### src/assert_macros.svh
// assertion macros shared by the rtl files
`ifndef ASSERT_MACROS_SVH
`define ASSERT_MACROS_SVH

`ifndef SYNTHESIS
// checked property, idle while reset is high
`define TPCD_ASSERT(label, clk, rst, prop) \
  label: assert property (@(posedge clk) disable iff (rst) prop) \
    else $error("assertion failed: label");
// checked property, also active during reset
`define TPCD_ASSERT_ALWAYS(label, clk, prop) \
  label: assert property (@(posedge clk) prop) \
    else $error("assertion failed: label");
`else
`define TPCD_ASSERT(label, clk, rst, prop)
`define TPCD_ASSERT_ALWAYS(label, clk, prop)
`endif

`endif

### src/tpcd_pkg.sv
`default_nettype none

package tpcd_pkg;

  // number of triac channels
  localparam int TPCD_CHANNELS = 4;
  // channels shown on the status fields
  localparam int VIS_CHANNELS = 4;
  // width that covers both the channels and the status fields
  localparam int WIDE_W = (TPCD_CHANNELS > VIS_CHANNELS) ? TPCD_CHANNELS : VIS_CHANNELS;
  // channel that owns the auxiliary ballast line
  localparam int AUX_CHANNEL = 3;

  localparam logic [9:0] OFF_CODE   = 10'd550;
  localparam logic [9:0] FIRE_BASE  = 10'd512;
  localparam logic [7:0] FULL_LEVEL = 8'd255;

  // register reset values
  localparam logic [9:0] OFF_POINT_RST    = 10'd550;
  localparam logic [9:0] PERIOD_TOP_RST   = 10'd625;
  localparam logic [9:0] RESYNC_VALUE_RST = 10'd620;
  localparam logic [3:0] GAMMA_MASK_RST   = 4'd8;

  typedef enum logic [1:0] {
    REG_OFF_POINT    = 2'd0,
    REG_PERIOD_TOP   = 2'd1,
    REG_RESYNC_VALUE = 2'd2,
    REG_GAMMA_MASK   = 2'd3
  } reg_index_t;

  typedef enum logic [1:0] {
    FUNC_TICK       = 2'd0,
    FUNC_ZERO_CROSS = 2'd1,
    FUNC_SET_LEVEL  = 2'd2,
    FUNC_SET_ENABLE = 2'd3
  } func_t;

  typedef struct packed {
    func_t      func;
    logic [2:0] channel;
    logic [7:0] value;
  } in_item_t;

  typedef struct packed {
    logic [3:0] gate_mask;
    logic       aux_on;
    logic [3:0] enabled_mask;
  } out_item_t;

  typedef struct packed {
    logic [9:0] off_point;
    logic [9:0] period_top;
    logic [9:0] resync_value;
    logic [3:0] gamma_mask;
  } cfg_t;

  // gamma correction of the requested level
  localparam logic [7:0] GAMMA_TAB [256] = '{
    8'd255, 8'd255, 8'd255, 8'd255, 8'd255, 8'd255, 8'd255, 8'd255,
    8'd254, 8'd254, 8'd254, 8'd254, 8'd254, 8'd254, 8'd254, 8'd254,
    8'd253, 8'd253, 8'd253, 8'd253, 8'd253, 8'd253, 8'd253, 8'd253,
    8'd253, 8'd253, 8'd253, 8'd253, 8'd253, 8'd253, 8'd253, 8'd253,
    8'd253, 8'd253, 8'd253, 8'd253, 8'd253, 8'd253, 8'd253, 8'd252,
    8'd252, 8'd252, 8'd252, 8'd252, 8'd252, 8'd252, 8'd252, 8'd252,
    8'd252, 8'd252, 8'd252, 8'd252, 8'd252, 8'd252, 8'd252, 8'd252,
    8'd252, 8'd251, 8'd251, 8'd251, 8'd251, 8'd251, 8'd251, 8'd251,
    8'd251, 8'd251, 8'd251, 8'd251, 8'd251, 8'd250, 8'd250, 8'd250,
    8'd250, 8'd250, 8'd250, 8'd250, 8'd250, 8'd250, 8'd249, 8'd249,
    8'd249, 8'd249, 8'd249, 8'd249, 8'd249, 8'd249, 8'd248, 8'd248,
    8'd248, 8'd248, 8'd248, 8'd248, 8'd247, 8'd247, 8'd247, 8'd247,
    8'd247, 8'd247, 8'd246, 8'd246, 8'd246, 8'd246, 8'd246, 8'd245,
    8'd245, 8'd245, 8'd245, 8'd245, 8'd244, 8'd244, 8'd244, 8'd244,
    8'd243, 8'd243, 8'd243, 8'd243, 8'd242, 8'd242, 8'd242, 8'd241,
    8'd241, 8'd241, 8'd241, 8'd240, 8'd240, 8'd240, 8'd239, 8'd239,
    8'd239, 8'd238, 8'd238, 8'd237, 8'd237, 8'd237, 8'd236, 8'd236,
    8'd235, 8'd235, 8'd234, 8'd234, 8'd234, 8'd233, 8'd233, 8'd232,
    8'd232, 8'd231, 8'd231, 8'd230, 8'd230, 8'd229, 8'd228, 8'd228,
    8'd227, 8'd227, 8'd226, 8'd225, 8'd225, 8'd224, 8'd223, 8'd223,
    8'd222, 8'd221, 8'd220, 8'd220, 8'd219, 8'd218, 8'd217, 8'd216,
    8'd216, 8'd215, 8'd214, 8'd213, 8'd212, 8'd211, 8'd210, 8'd209,
    8'd208, 8'd207, 8'd206, 8'd205, 8'd204, 8'd203, 8'd202, 8'd200,
    8'd199, 8'd198, 8'd197, 8'd196, 8'd194, 8'd193, 8'd192, 8'd190,
    8'd189, 8'd187, 8'd186, 8'd184, 8'd183, 8'd181, 8'd179, 8'd178,
    8'd176, 8'd174, 8'd173, 8'd171, 8'd169, 8'd167, 8'd165, 8'd163,
    8'd161, 8'd159, 8'd157, 8'd155, 8'd153, 8'd150, 8'd148, 8'd146,
    8'd143, 8'd141, 8'd138, 8'd136, 8'd133, 8'd131, 8'd128, 8'd125,
    8'd122, 8'd119, 8'd116, 8'd113, 8'd110, 8'd107, 8'd104, 8'd100,
    8'd97,  8'd93,  8'd90,  8'd86,  8'd83,  8'd79,  8'd75,  8'd71,
    8'd67,  8'd63,  8'd59,  8'd54,  8'd50,  8'd45,  8'd41,  8'd36,
    8'd31,  8'd26,  8'd21,  8'd16,  8'd11,  8'd5,   8'd0,   8'd0
  };

endpackage

`default_nettype wire

### src/tpcd_cfg_regs.sv
`default_nettype none

module tpcd_cfg_regs (
  input  wire logic                clk,
  input  wire logic                rst,
  input  wire logic                cfg_we,
  input  wire tpcd_pkg::reg_index_t cfg_index,
  input  wire logic [9:0]          cfg_data,
  output tpcd_pkg::cfg_t           cfg
);

  tpcd_pkg::cfg_t cfg_reg;

  // register writes, each keeps its own width
  always_ff @(posedge clk) begin
    if (rst) begin
      cfg_reg.off_point    <= tpcd_pkg::OFF_POINT_RST;
      cfg_reg.period_top   <= tpcd_pkg::PERIOD_TOP_RST;
      cfg_reg.resync_value <= tpcd_pkg::RESYNC_VALUE_RST;
      cfg_reg.gamma_mask   <= tpcd_pkg::GAMMA_MASK_RST;
    end else if (cfg_we) begin
      case (cfg_index)
        tpcd_pkg::REG_OFF_POINT:    cfg_reg.off_point    <= cfg_data;
        tpcd_pkg::REG_PERIOD_TOP:   cfg_reg.period_top   <= cfg_data;
        tpcd_pkg::REG_RESYNC_VALUE: cfg_reg.resync_value <= cfg_data;
        tpcd_pkg::REG_GAMMA_MASK:   cfg_reg.gamma_mask   <= cfg_data[3:0];
        default: begin
        end
      endcase
    end
  end

  assign cfg = cfg_reg;

endmodule

`default_nettype wire

### src/tpcd_channel_core.sv
`default_nettype none

`include "assert_macros.svh"

module tpcd_channel_core (
  input  wire logic                clk,
  input  wire logic                rst,
  input  wire logic                req,
  input  wire tpcd_pkg::in_item_t  item,
  input  wire tpcd_pkg::cfg_t      cfg,
  output tpcd_pkg::out_item_t      result_next
);

  localparam int N = tpcd_pkg::TPCD_CHANNELS;
  localparam int W = tpcd_pkg::WIDE_W;

  logic [9:0]   phase_counter;
  logic [9:0]   pending_fire [N];
  logic [9:0]   working_fire [N];
  logic [N-1:0] full_on;
  logic [N-1:0] chan_enabled;
  logic [N-1:0] gate_reg;
  logic         aux_reg;

  logic [9:0]   phase_counter_next;
  logic [9:0]   pending_fire_next [N];
  logic [9:0]   working_fire_next [N];
  logic [N-1:0] full_on_next;
  logic [N-1:0] chan_enabled_next;
  logic [N-1:0] gate_reg_next;
  logic         aux_reg_next;

  logic [W-1:0] gamma_wide;
  logic [W-1:0] en_wide;
  logic [W-1:0] en_next_wide;
  logic [W-1:0] gate_next_wide;
  logic [W-1:0] gate_wide;

  assign gamma_wide     = W'(cfg.gamma_mask);
  assign en_wide        = W'(chan_enabled);
  assign en_next_wide   = W'(chan_enabled_next);
  assign gate_next_wide = W'(gate_reg_next);
  assign gate_wide      = W'(gate_reg);

  // next state for one request
  always_comb begin
    logic       sel;
    logic [7:0] lvl;
    logic       at_off;
    phase_counter_next = phase_counter;
    full_on_next       = full_on;
    chan_enabled_next  = chan_enabled;
    gate_reg_next      = gate_reg;
    aux_reg_next       = aux_reg;
    for (int c = 0; c < N; c++) begin
      pending_fire_next[c] = pending_fire[c];
      working_fire_next[c] = working_fire[c];
    end
    at_off = 1'b0;
    sel    = 1'b0;
    lvl    = 8'd0;

    case (item.func)
      // advance the phase counter and run the parallel compares
      tpcd_pkg::FUNC_TICK: begin
        if (phase_counter >= cfg.period_top) begin
          phase_counter_next = 10'd0;
        end else begin
          phase_counter_next = phase_counter + 10'd1;
        end
        at_off = (phase_counter_next == cfg.off_point);
        for (int c = 0; c < N; c++) begin
          if (at_off) begin
            if (!full_on[c]) begin
              gate_reg_next[c] = 1'b0;
            end
            working_fire_next[c] = pending_fire[c];
          end
          if (chan_enabled[c] && working_fire_next[c] != tpcd_pkg::OFF_CODE &&
              working_fire_next[c] == phase_counter_next) begin
            gate_reg_next[c] = 1'b1;
          end
        end
      end

      // resync to mains and raise the aux line when its channel is enabled
      tpcd_pkg::FUNC_ZERO_CROSS: begin
        phase_counter_next = cfg.resync_value;
        if (N > tpcd_pkg::AUX_CHANNEL && en_wide[tpcd_pkg::AUX_CHANNEL]) begin
          aux_reg_next = 1'b1;
        end
      end

      // new level, optionally gamma mapped
      tpcd_pkg::FUNC_SET_LEVEL: begin
        for (int c = 0; c < N; c++) begin
          sel = (item.channel == 3'(c));
          lvl = item.value;
          if (c < tpcd_pkg::VIS_CHANNELS && gamma_wide[c]) begin
            lvl = tpcd_pkg::GAMMA_TAB[item.value];
          end
          if (sel) begin
            if (lvl == tpcd_pkg::FULL_LEVEL) begin
              full_on_next[c]      = 1'b1;
              pending_fire_next[c] = tpcd_pkg::OFF_CODE;
              if (chan_enabled[c]) begin
                gate_reg_next[c] = 1'b1;
              end
            end else begin
              full_on_next[c] = 1'b0;
              if (lvl == 8'd0) begin
                pending_fire_next[c] = tpcd_pkg::OFF_CODE;
              end else begin
                pending_fire_next[c] = tpcd_pkg::FIRE_BASE - {1'b0, lvl, 1'b0};
              end
            end
          end
        end
      end

      // channel enable, aux channel keeps its gate but drops the aux line on disable
      tpcd_pkg::FUNC_SET_ENABLE: begin
        for (int c = 0; c < N; c++) begin
          sel = (item.channel == 3'(c));
          if (sel) begin
            chan_enabled_next[c] = (item.value != 8'd0);
            if (item.value != 8'd0) begin
              if (full_on[c]) begin
                gate_reg_next[c] = 1'b1;
              end
            end else if (c == tpcd_pkg::AUX_CHANNEL) begin
              aux_reg_next = 1'b0;
            end else begin
              gate_reg_next[c] = 1'b0;
            end
          end
        end
      end

      default: begin
      end
    endcase
  end

  // state registers
  always_ff @(posedge clk) begin
    if (rst) begin
      phase_counter <= 10'd0;
      full_on       <= '0;
      chan_enabled  <= '0;
      gate_reg      <= '0;
      aux_reg       <= 1'b0;
      for (int c = 0; c < N; c++) begin
        pending_fire[c] <= tpcd_pkg::OFF_CODE;
        working_fire[c] <= tpcd_pkg::OFF_CODE;
      end
    end else if (req) begin
      phase_counter <= phase_counter_next;
      full_on       <= full_on_next;
      chan_enabled  <= chan_enabled_next;
      gate_reg      <= gate_reg_next;
      aux_reg       <= aux_reg_next;
      for (int c = 0; c < N; c++) begin
        pending_fire[c] <= pending_fire_next[c];
        working_fire[c] <= working_fire_next[c];
      end
    end
  end

  // status seen after this request
  assign result_next.gate_mask    = gate_next_wide[3:0];
  assign result_next.aux_on       = aux_reg_next;
  assign result_next.enabled_mask = en_next_wide[3:0];

  // a lit gate on a plain channel means it is enabled
  `TPCD_ASSERT(a_gate_needs_enable, clk, rst, (gate_wide[2:0] & ~en_wide[2:0]) == 3'd0)
  // the aux line only stays up while its channel is enabled
  `TPCD_ASSERT(a_aux_needs_enable, clk, rst, aux_reg |-> en_wide[tpcd_pkg::AUX_CHANNEL])

endmodule

`default_nettype wire

### src/triac_phase_cut_dimmer.sv
`default_nettype none

`include "assert_macros.svh"

// Phase-cut mains dimmer for four triac channels plus an aux ballast line.
// Input channel in_valid/in_ready carries one request: a timer tick, a
// zero-cross, a set-level or a set-enable for one channel. Every request
// yields one result on out_valid/out_ready: gate outputs, aux line and enable
// flags as they stand after that request.
// A request is taken into the result register as it is accepted, so its result
// shows in the cycle after acceptance. Throughput is one request per cycle while
// the receiver takes each result; the channel compares run in parallel and the
// state plus one result register update in a single pass.
// When the receiver stalls, the result waits in the result register and
// in_ready drops until it is taken; in_ready rises again in the cycle where
// out_ready takes the result.
// The register port (cfg_we, cfg_index, cfg_data) writes off_point,
// period_top, resync_value and gamma_mask; write only while idle.
// Synchronous reset loads the register defaults, clears the counter, gates,
// enables and aux line, sets all firing times to the off code and empties
// the result register.
module triac_phase_cut_dimmer (
  input  wire logic                 clk,
  input  wire logic                 rst,
  input  wire logic                 in_valid,
  output logic                      in_ready,
  input  wire tpcd_pkg::in_item_t   in_data,
  output logic                      out_valid,
  input  wire logic                 out_ready,
  output tpcd_pkg::out_item_t       out_data,
  input  wire logic                 cfg_we,
  input  wire tpcd_pkg::reg_index_t cfg_index,
  input  wire logic [9:0]           cfg_data
);

  tpcd_pkg::cfg_t      cfg;
  tpcd_pkg::out_item_t result_next;
  logic                req;

  tpcd_cfg_regs u_cfg (
    .clk       (clk),
    .rst       (rst),
    .cfg_we    (cfg_we),
    .cfg_index (cfg_index),
    .cfg_data  (cfg_data),
    .cfg       (cfg)
  );

  // take a request when the result slot is free or being emptied
  assign in_ready = !out_valid || out_ready;
  assign req      = in_valid && in_ready;

  tpcd_channel_core u_core (
    .clk         (clk),
    .rst         (rst),
    .req         (req),
    .item        (in_data),
    .cfg         (cfg),
    .result_next (result_next)
  );

  // result register
  always_ff @(posedge clk) begin
    if (rst) begin
      out_valid <= 1'b0;
    end else if (req) begin
      out_valid <= 1'b1;
    end else if (out_ready) begin
      out_valid <= 1'b0;
    end
  end

  always_ff @(posedge clk) begin
    if (req) begin
      out_data <= result_next;
    end
  end

  // an accepted request always leaves a result behind
  `TPCD_ASSERT(a_req_gives_result, clk, rst, req |=> out_valid)

endmodule

`default_nettype wire
### config.mk
export PLATFORM = sky130hd
export DESIGN_NAME = triac_phase_cut_dimmer
export DESIGN_NICKNAME = d
export VERILOG_FILES = /design/src/tpcd_pkg.sv /design/src/tpcd_cfg_regs.sv /design/src/tpcd_channel_core.sv /design/src/triac_phase_cut_dimmer.sv
export VERILOG_INCLUDE_DIRS = /design/src /design/src/src
export SDC_FILE = /design/constraint.sdc
export NUM_CORES = 1
export LEC_CHECK = 0
export ABC_AREA = 1
export BUFFER_PORTS_ARGS = -buffer_cell sky130_fd_sc_hd__buf_2
export CAP_MARGIN = 10
export CORE_ASPECT_RATIO = 0.5
export CORE_MARGIN = 4
export CORE_UTILIZATION = 54
export DETAILED_ROUTE_END_ITERATION = 8
export GPL_ROUTABILITY_DRIVEN = 0
export PLACE_DENSITY = 0.71
export SETUP_SLACK_MARGIN = 0.3
export SYNTH_ARGS = -nofsm -noshare
export SYNTH_HDL_FRONTEND = slang
export SYNTH_HIERARCHICAL = 1
export SYNTH_SLANG_ARGS = --single-unit
### constraint.sdc
create_clock -name clk -period 10.1 [get_ports clk]
set_clock_uncertainty 0.1 [all_clocks]
set_input_delay 0.505 -clock clk [delete_from_list [all_inputs] [get_ports clk]]
set_output_delay 0.505 -clock clk [all_outputs]
set_load 0.01 [all_outputs]
==> impl_metrics.tcl, run 1 <==
set metrics [dict create \
    outcome "finished clean" \
    grt_pass1_vias 9077 \
    rsz0062_at_grt "false" \
    cts_resized 0 \
    wl_um 29080 \
    critPathKind "flop to flop" \
    grt_pass1_wl_um 46310 \
    die-area_mm2 0.02106 \
    largest_reg_flops 40 \
    dp.cells 1775 \
    p_comb_share_pct 15.7 \
    avgSynthCellArea_um2 6.559 \
    timing.final.crit_share_pct 50.94 \
    crit_required_ns 10.36 \
    cts_tree "built" \
    track_usage_pct 26.98 \
    post_cts_buffers 0 \
    hpwl_um 21280 \
    synth_top_area_cell "edfxtp_1" \
    nFillCells 1701 \
    clk_latency_ns 0.42 \
    p_total_uw 1523 \
    antenna_left 0 \
    setup_tns_ns 0 \
    die_y_um 104.6 \
    port_buffers 40 \
    cts_sinks 143 \
    critPathLaunch "u_core/phase_counter[3]" \
    start_util_pct 54.97 \
    power.switching_uw 460.0 \
    cts-root-buf "clkbuf_16" \
    fin_cells 1807 \
    synth_ff_type "edfxtp_1" \
    ys_seq_area_share_pct 36.81 \
    power.density_mw_per_mm2 139.0 \
    internal-power_uw 1063 \
    core_area_mm2 0.01835 \
    peakVddDrop_mv 0.1244 \
    sw_frac_of_total_pct 30.20 \
    drcViolationCount 0 \
    synth_nets 1591 \
    nets 1607 \
    synthTopCellsByCount "490 x nand2_1, 206 x inv_1, 170 x nor2_1, 164 x nand3_1" \
    grt_remaining_overflow 0 \
    timing.rr.end "u_core/gate_reg[1]" \
    synth_top_area_share_pct 25.30 \
    worstSetupEndpointType "flop" \
    die_width_um 201.3 \
    rows 35 \
    cts_max_path_buffers 2 \
    cp.arrival_ns 5.41 \
    synth_area_mm2 0.01009 \
    yosysUniqueCellTypes 43 \
    hp-class "primary input to flop" \
    period_needed_ns 5.145 \
    synth_area_leaders "edfxtp_1 25%, nand2_1 18%, dfxtp_1 12%" \
    clk_pin_slew_ns 0.07 \
    fmax_ghz 0.1944 \
    tightest_slew_ns 1.072 \
    drive_above_1_share_pct 7.594 \
    synth_warnings 6 \
    design.portCount 41 \
    dr_wl_met3_um 2720 \
    pwr-share-seq_pct 43.5 \
    drtIter0Drc 1329 \
    viasPerCell 5.666 \
    start_kind "flop" \
    yosysMostFrequentCell "nand2_1" \
    cp_max_fo 45 \
    drv_cap 0 \
    antenna_cells 0 \
    route.top_layer_used "met4" \
    fin_ws_ns 4.955 \
    cts_buffers 17 \
    grt_max_degree 46 \
    h-tree-depth 4 \
    holdBufCountCts 0 \
    r2r-start "u_core/phase_counter[3]" \
    dr_total_vias 10240 \
    timing.slew.headroom_pct 28.46 \
    hold_start "out_ready" \
    hold_viol 0 \
    post_drt_wl_per_cell_um 16.09 \
    setup_viol 0 \
    met2_length_um 12920 \
    power_leakage_uw 0.005377 \
    m1WireLength_um 12620 \
    async_flop_share_pct 0 \
    maxSlewViolCount 0 \
    place_ws_ns 5.129 \
    syn2layout_area_growth_pct 8.608 \
    synth-seq-cells 143 \
    reg2reg_depth 26 \
    antenna_found_initial 0 \
    crit_path_end "u_core/gate_reg[1]" \
    synth_edf_count 85 \
    syn_inst 1538 \
    rrSetupSlack_ns 4.95 \
    detail_route.first_pass.iterations 6 \
    pwr-share-clk_pct 40.8 \
]
==> metal layers <==
| metal | track usage, % | vias up |
|---|---|---|
| met4 | 8.577 | 0 |
| li1 | - | 5025 |
| met3 | 4.496 | 85 |
| met1 | 37.31 | 4617 |
| met5 | 0 | - |
| met2 | 43.59 | 511 |
==> cell families after synthesis <==
logic type / after synthesis / synth area share [%]
and+or+nand+nor: 910 / 38.58
AOI/OAI and AO/OA: 189 / 10.38
adders and majority gates: 23 / 2.853
xor gates and xnor gates: 5 / 0.4341
buffers and inverters: 268 / 10.94
DFF: 143 / 36.81
==> worst max-delay path, cell delays in order (launching register included) <==
cell	delay, ns
dfxtp_1	0.43
ha_1	0.29
nand2_1	0.07
nand2_1	0.04
nand2_1	0.05
nand2_1	0.04
nand2_1	0.59
nand4_1	0.63
inv_2	0.31
nand2_1	0.07
nand2_1	0.10
nand2_1	0.06
nor2_1	0.11
nand3_2	0.72
nand2_1	0.36
nand2_1	0.14
nand2_1	0.09
nand2_1	0.07
nor2_1	0.14
nand2_1	0.07
nor2_1	0.12
nand2_1	0.08
nand2_1	0.07
nand2_1	0.05
nand3_1	0.10
nand2_1	0.06
nand2_1	0.07
==> area by class of cell <==
cell class / instances / area, um2 / area share (%)
clock buffers: 17 / 425.4 / 3.883
clock inverters: 15 / 150.1 / 1.370
well taps: 240 / 300.3 / 2.741
repair buffers: 50 / 275.3 / 2.513
inverters: 215 / 807.0 / 7.366
multi-input cells: 1127 / 5284 / 48.23
flip-flops and latches: 143 / 3714 / 33.90
==> stage by stage <==
stage / hold slack [ns] / instance area (um2) / utilization (%)
6_report: 0.2519 / 10960 / 59.71
5_1_grt: 0.2458 / 10960 / 59.71
4_1_cts: 0.2506 / 10960 / 59.71
3_5_place_dp: 0.3454 / 10380 / 56.57
3_3_place_gp: 0.3440 / 10380 / 56.57
2_1_floorplan: 0.3204 / 10090 / -
==> power by group through the flow <==
stage	Clock [uW]	Sequential [uW]	Combinational (uW)
2_1_floorplan	0	669	173
3_3_place_gp	0	674	229
3_5_place_dp	0	674	233
4_1_cts	629	662	234
5_1_grt	660	664	268
6_report	622	662	240
==> worst min path at each step <==
stage / depth (start not counted) / end / slack, ns
2_1_floorplan: 2 / u_cfg/cfg[3] / 0.32
3_3_place_gp: 2 / u_cfg/cfg[18] / 0.34
3_5_place_dp: 2 / u_cfg/cfg[18] / 0.35
4_1_cts: 4 / out_valid / 0.25
5_1_grt: 3 / out_valid / 0.25
6_report: 4 / out_valid / 0.25
==> cell usage in the layout, fill, tap and decap left out, types with 22 or more instances in the layout <==
master	n
buf_2	40
dfxtp_1	58
ha_1	23
nand2_1	490
inv_1	206
o211ai_1	22
a21oi_1	58
o21ai_0	84
edfxtp_1	85
nor2_1	169
nand3_1	164
nand4_1	39
Note: power is estimated with default switching activity, not from simulation.
==> inputs of run 2 (changes only) <==
ABC_AREA = 0   (was 1)
clock period = 5.25 ns   (was 10.1 ns; I/O delays follow)
==> impl_metrics.tcl, run 2 <==
set metrics [dict create \
    cp_max_fo 38 \
    drcViolationCount 0 \
    grt_max_degree 81 \
    h-tree-depth 4 \
    cts_buffers 17 \
    post_drt_wl_per_cell_um 20.27 \
    async_flop_share_pct 0 \
    hp-class "primary input to flop" \
    grt_pass1_vias 8497 \
    cp.arrival_ns 4.78 \
    drtIter0Drc 1091 \
    timing.slew.headroom_pct 33.65 \
    hold_start "out_ready" \
    period_needed_ns 4.702 \
    maxSlewViolCount 0 \
    synth_top_area_cell "edfxtp_1" \
    setup_viol 0 \
    synthTopCellsByCount "140 x nor2_1, 124 x nand2_1, 85 x edfxtp_1, 68 x a21oi_1, 65 x mux2i_1" \
    outcome "finished clean" \
    timing.final.crit_share_pct 89.56 \
    yosysMostFrequentCell "nor2_1" \
    cts-root-buf "clkbuf_16" \
    nets 1248 \
    start_kind "flop" \
    drv_cap 0 \
    track_usage_pct 27.07 \
    rrSetupSlack_ns 0.55 \
    drive_above_1_share_pct 11.67 \
    cts_max_path_buffers 2 \
    grt_pass1_wl_um 46330 \
    rsz0062_at_grt "false" \
    design.portCount 41 \
    hold_viol 0 \
    power_leakage_uw 0.004189 \
    dr_total_vias 9270 \
    die_width_um 201.8 \
    whs_ns 0.03473 \
    yosysUniqueCellTypes 89 \
    post_cts_buffers 0 \
    antenna_cells 0 \
    core_area_mm2 0.01839 \
    die_y_um 104.9 \
    r2r-start "u_core/phase_counter[0]" \
    rows 35 \
    largest_reg_flops 40 \
    synth-seq-cells 143 \
    clk_pin_slew_ns 0.06 \
    syn_inst 1185 \
    die-area_mm2 0.02116 \
    hpwl_um 21120 \
    clk_latency_ns 0.42 \
    worstSetupEndpointType "flop" \
    synth_area_mm2 0.01014 \
    port_buffers 40 \
    final_common_cell "nor2_1" \
    grt_remaining_overflow 0 \
    cts_sinks 143 \
    synth_area_leaders "edfxtp_1 25%, dfxtp_1 11%, mux2i_1 6.4%" \
    cts_tree "built" \
    final_cell_mix "140 x nor2_1, 124 x nand2_1, 85 x edfxtp_1" \
    synth_ff_type "edfxtp_1" \
    antenna_left 0 \
    synth_nets 1238 \
    fmax_ghz 0.2127 \
    synth_warnings 6 \
    syn2layout_area_growth_pct 9.678 \
    crit_required_ns 5.32 \
    synth_top_area_share_pct 25.18 \
    antenna_found_initial 0 \
    critPathKind "flop to flop" \
    setup_tns_ns 0 \
    avgSynthCellArea_um2 8.554 \
    peakVddDrop_mv 0.2027 \
    synth_edf_count 85 \
    viasPerCell 6.402 \
    tightest_slew_ns 0.9952 \
    wl_um 29350 \
    power.density_mw_per_mm2 276.7 \
    critPathLaunch "u_core/phase_counter[0]" \
    ys_seq_area_share_pct 36.64 \
    detail_route.first_pass.iterations 5 \
    start_util_pct 55.11 \
]
==> run 2: cell types whose count changed after synthesis, sizes merged, moves of 44 or more <==
cell and delta:
nand2b +44, nand2 -368, xnor2 +45, mux2i +66, inv -172, nand3 -125
==> run 2: cell type report <==
| type | count | area [um2] |
|---|---|---|
| tap | 240 | 300.3 |
| timing repair buffer | 62 | 367.9 |
| clock buffer | 18 | 429.2 |
| multi-input combinational | 929 | 5973 |
| inverter | 42 | 157.7 |
| sequential | 143 | 3714 |
| fill | 1566 | 7276 |
| clock inverter | 14 | 175.2 |
==> run 2: report_power, final <==
part           internal [uW]  leakage (uW)  switching, uW
sequential              1250       0.00126           64.7
combinational            202       0.00264            331
clock                    719      0.000290            512
total                   2170       0.00419            908
==> run 2: per-stage QoR <==
step	area [um2]	total power [uW]	setup slack, ns	util, %	instances
2_1_floorplan	10140	1690	1.200	-	1185
3_3_place_gp	10490	1835	0.7720	57.05	1415
3_5_place_dp	10490	1848	0.6125	57.05	1415
4_1_cts	11110	3083	0.5662	60.39	1448
5_1_grt	11120	3200	0.3077	60.44	1448
6_report	11120	3076	0.5483	60.44	1448
==> run 2: cells by family after synthesis <==
logic type	synth area share (%)
AO/OA/AOI/OAI	15.97
XOR/XNOR	6.555
AND/OR/NAND/NOR	25.17
flip-flops	36.64
adder cells (fa/ha/maj)	2.938
multiplexers	8.196
buffers and inverters	4.530
==> run 2: metal layers <==
layer  part of all wire (%)  wire length, um  GRT usage [%]  vias to the layer above
li1                       -                -              -                     4306
met1                     45            13210          39.09                     4435
met2                     44            13020          42.65                      481
met3                    9.0             2655          4.651                       48
met4                    1.6              464          6.335                        0
met5                      0                0              0                        -
==> run 2: path summary, 6_finish.rpt <==
kind,cells after the start,endpoint
max,13,out_data[5]
min,3,out_valid
max reg2reg,13,out_data[5]
min reg2reg,2,u_cfg/cfg[21]
==> run 2: timing repair <==
action	4_1_cts	5_1_grt
endpoints found under the setup margin	0	1
hold endpoints to repair	1	0
gates resized for setup	0	1
hold buffers	1	0
==> run 2: critical path, cell delays in order (launching register included) <==
cell      delay [ns]
dfxtp_1         0.60
inv_1           0.17
ha_1            0.30
nand2b_1        0.14
a21oi_1         0.28
o311a_1         0.25
nand2_1         0.33
a32o_1          0.33
o22ai_1         0.53
or2_4           0.55
mux2i_1         0.34
xor2_1          0.18
nor4_1          0.08
or2_2           0.27
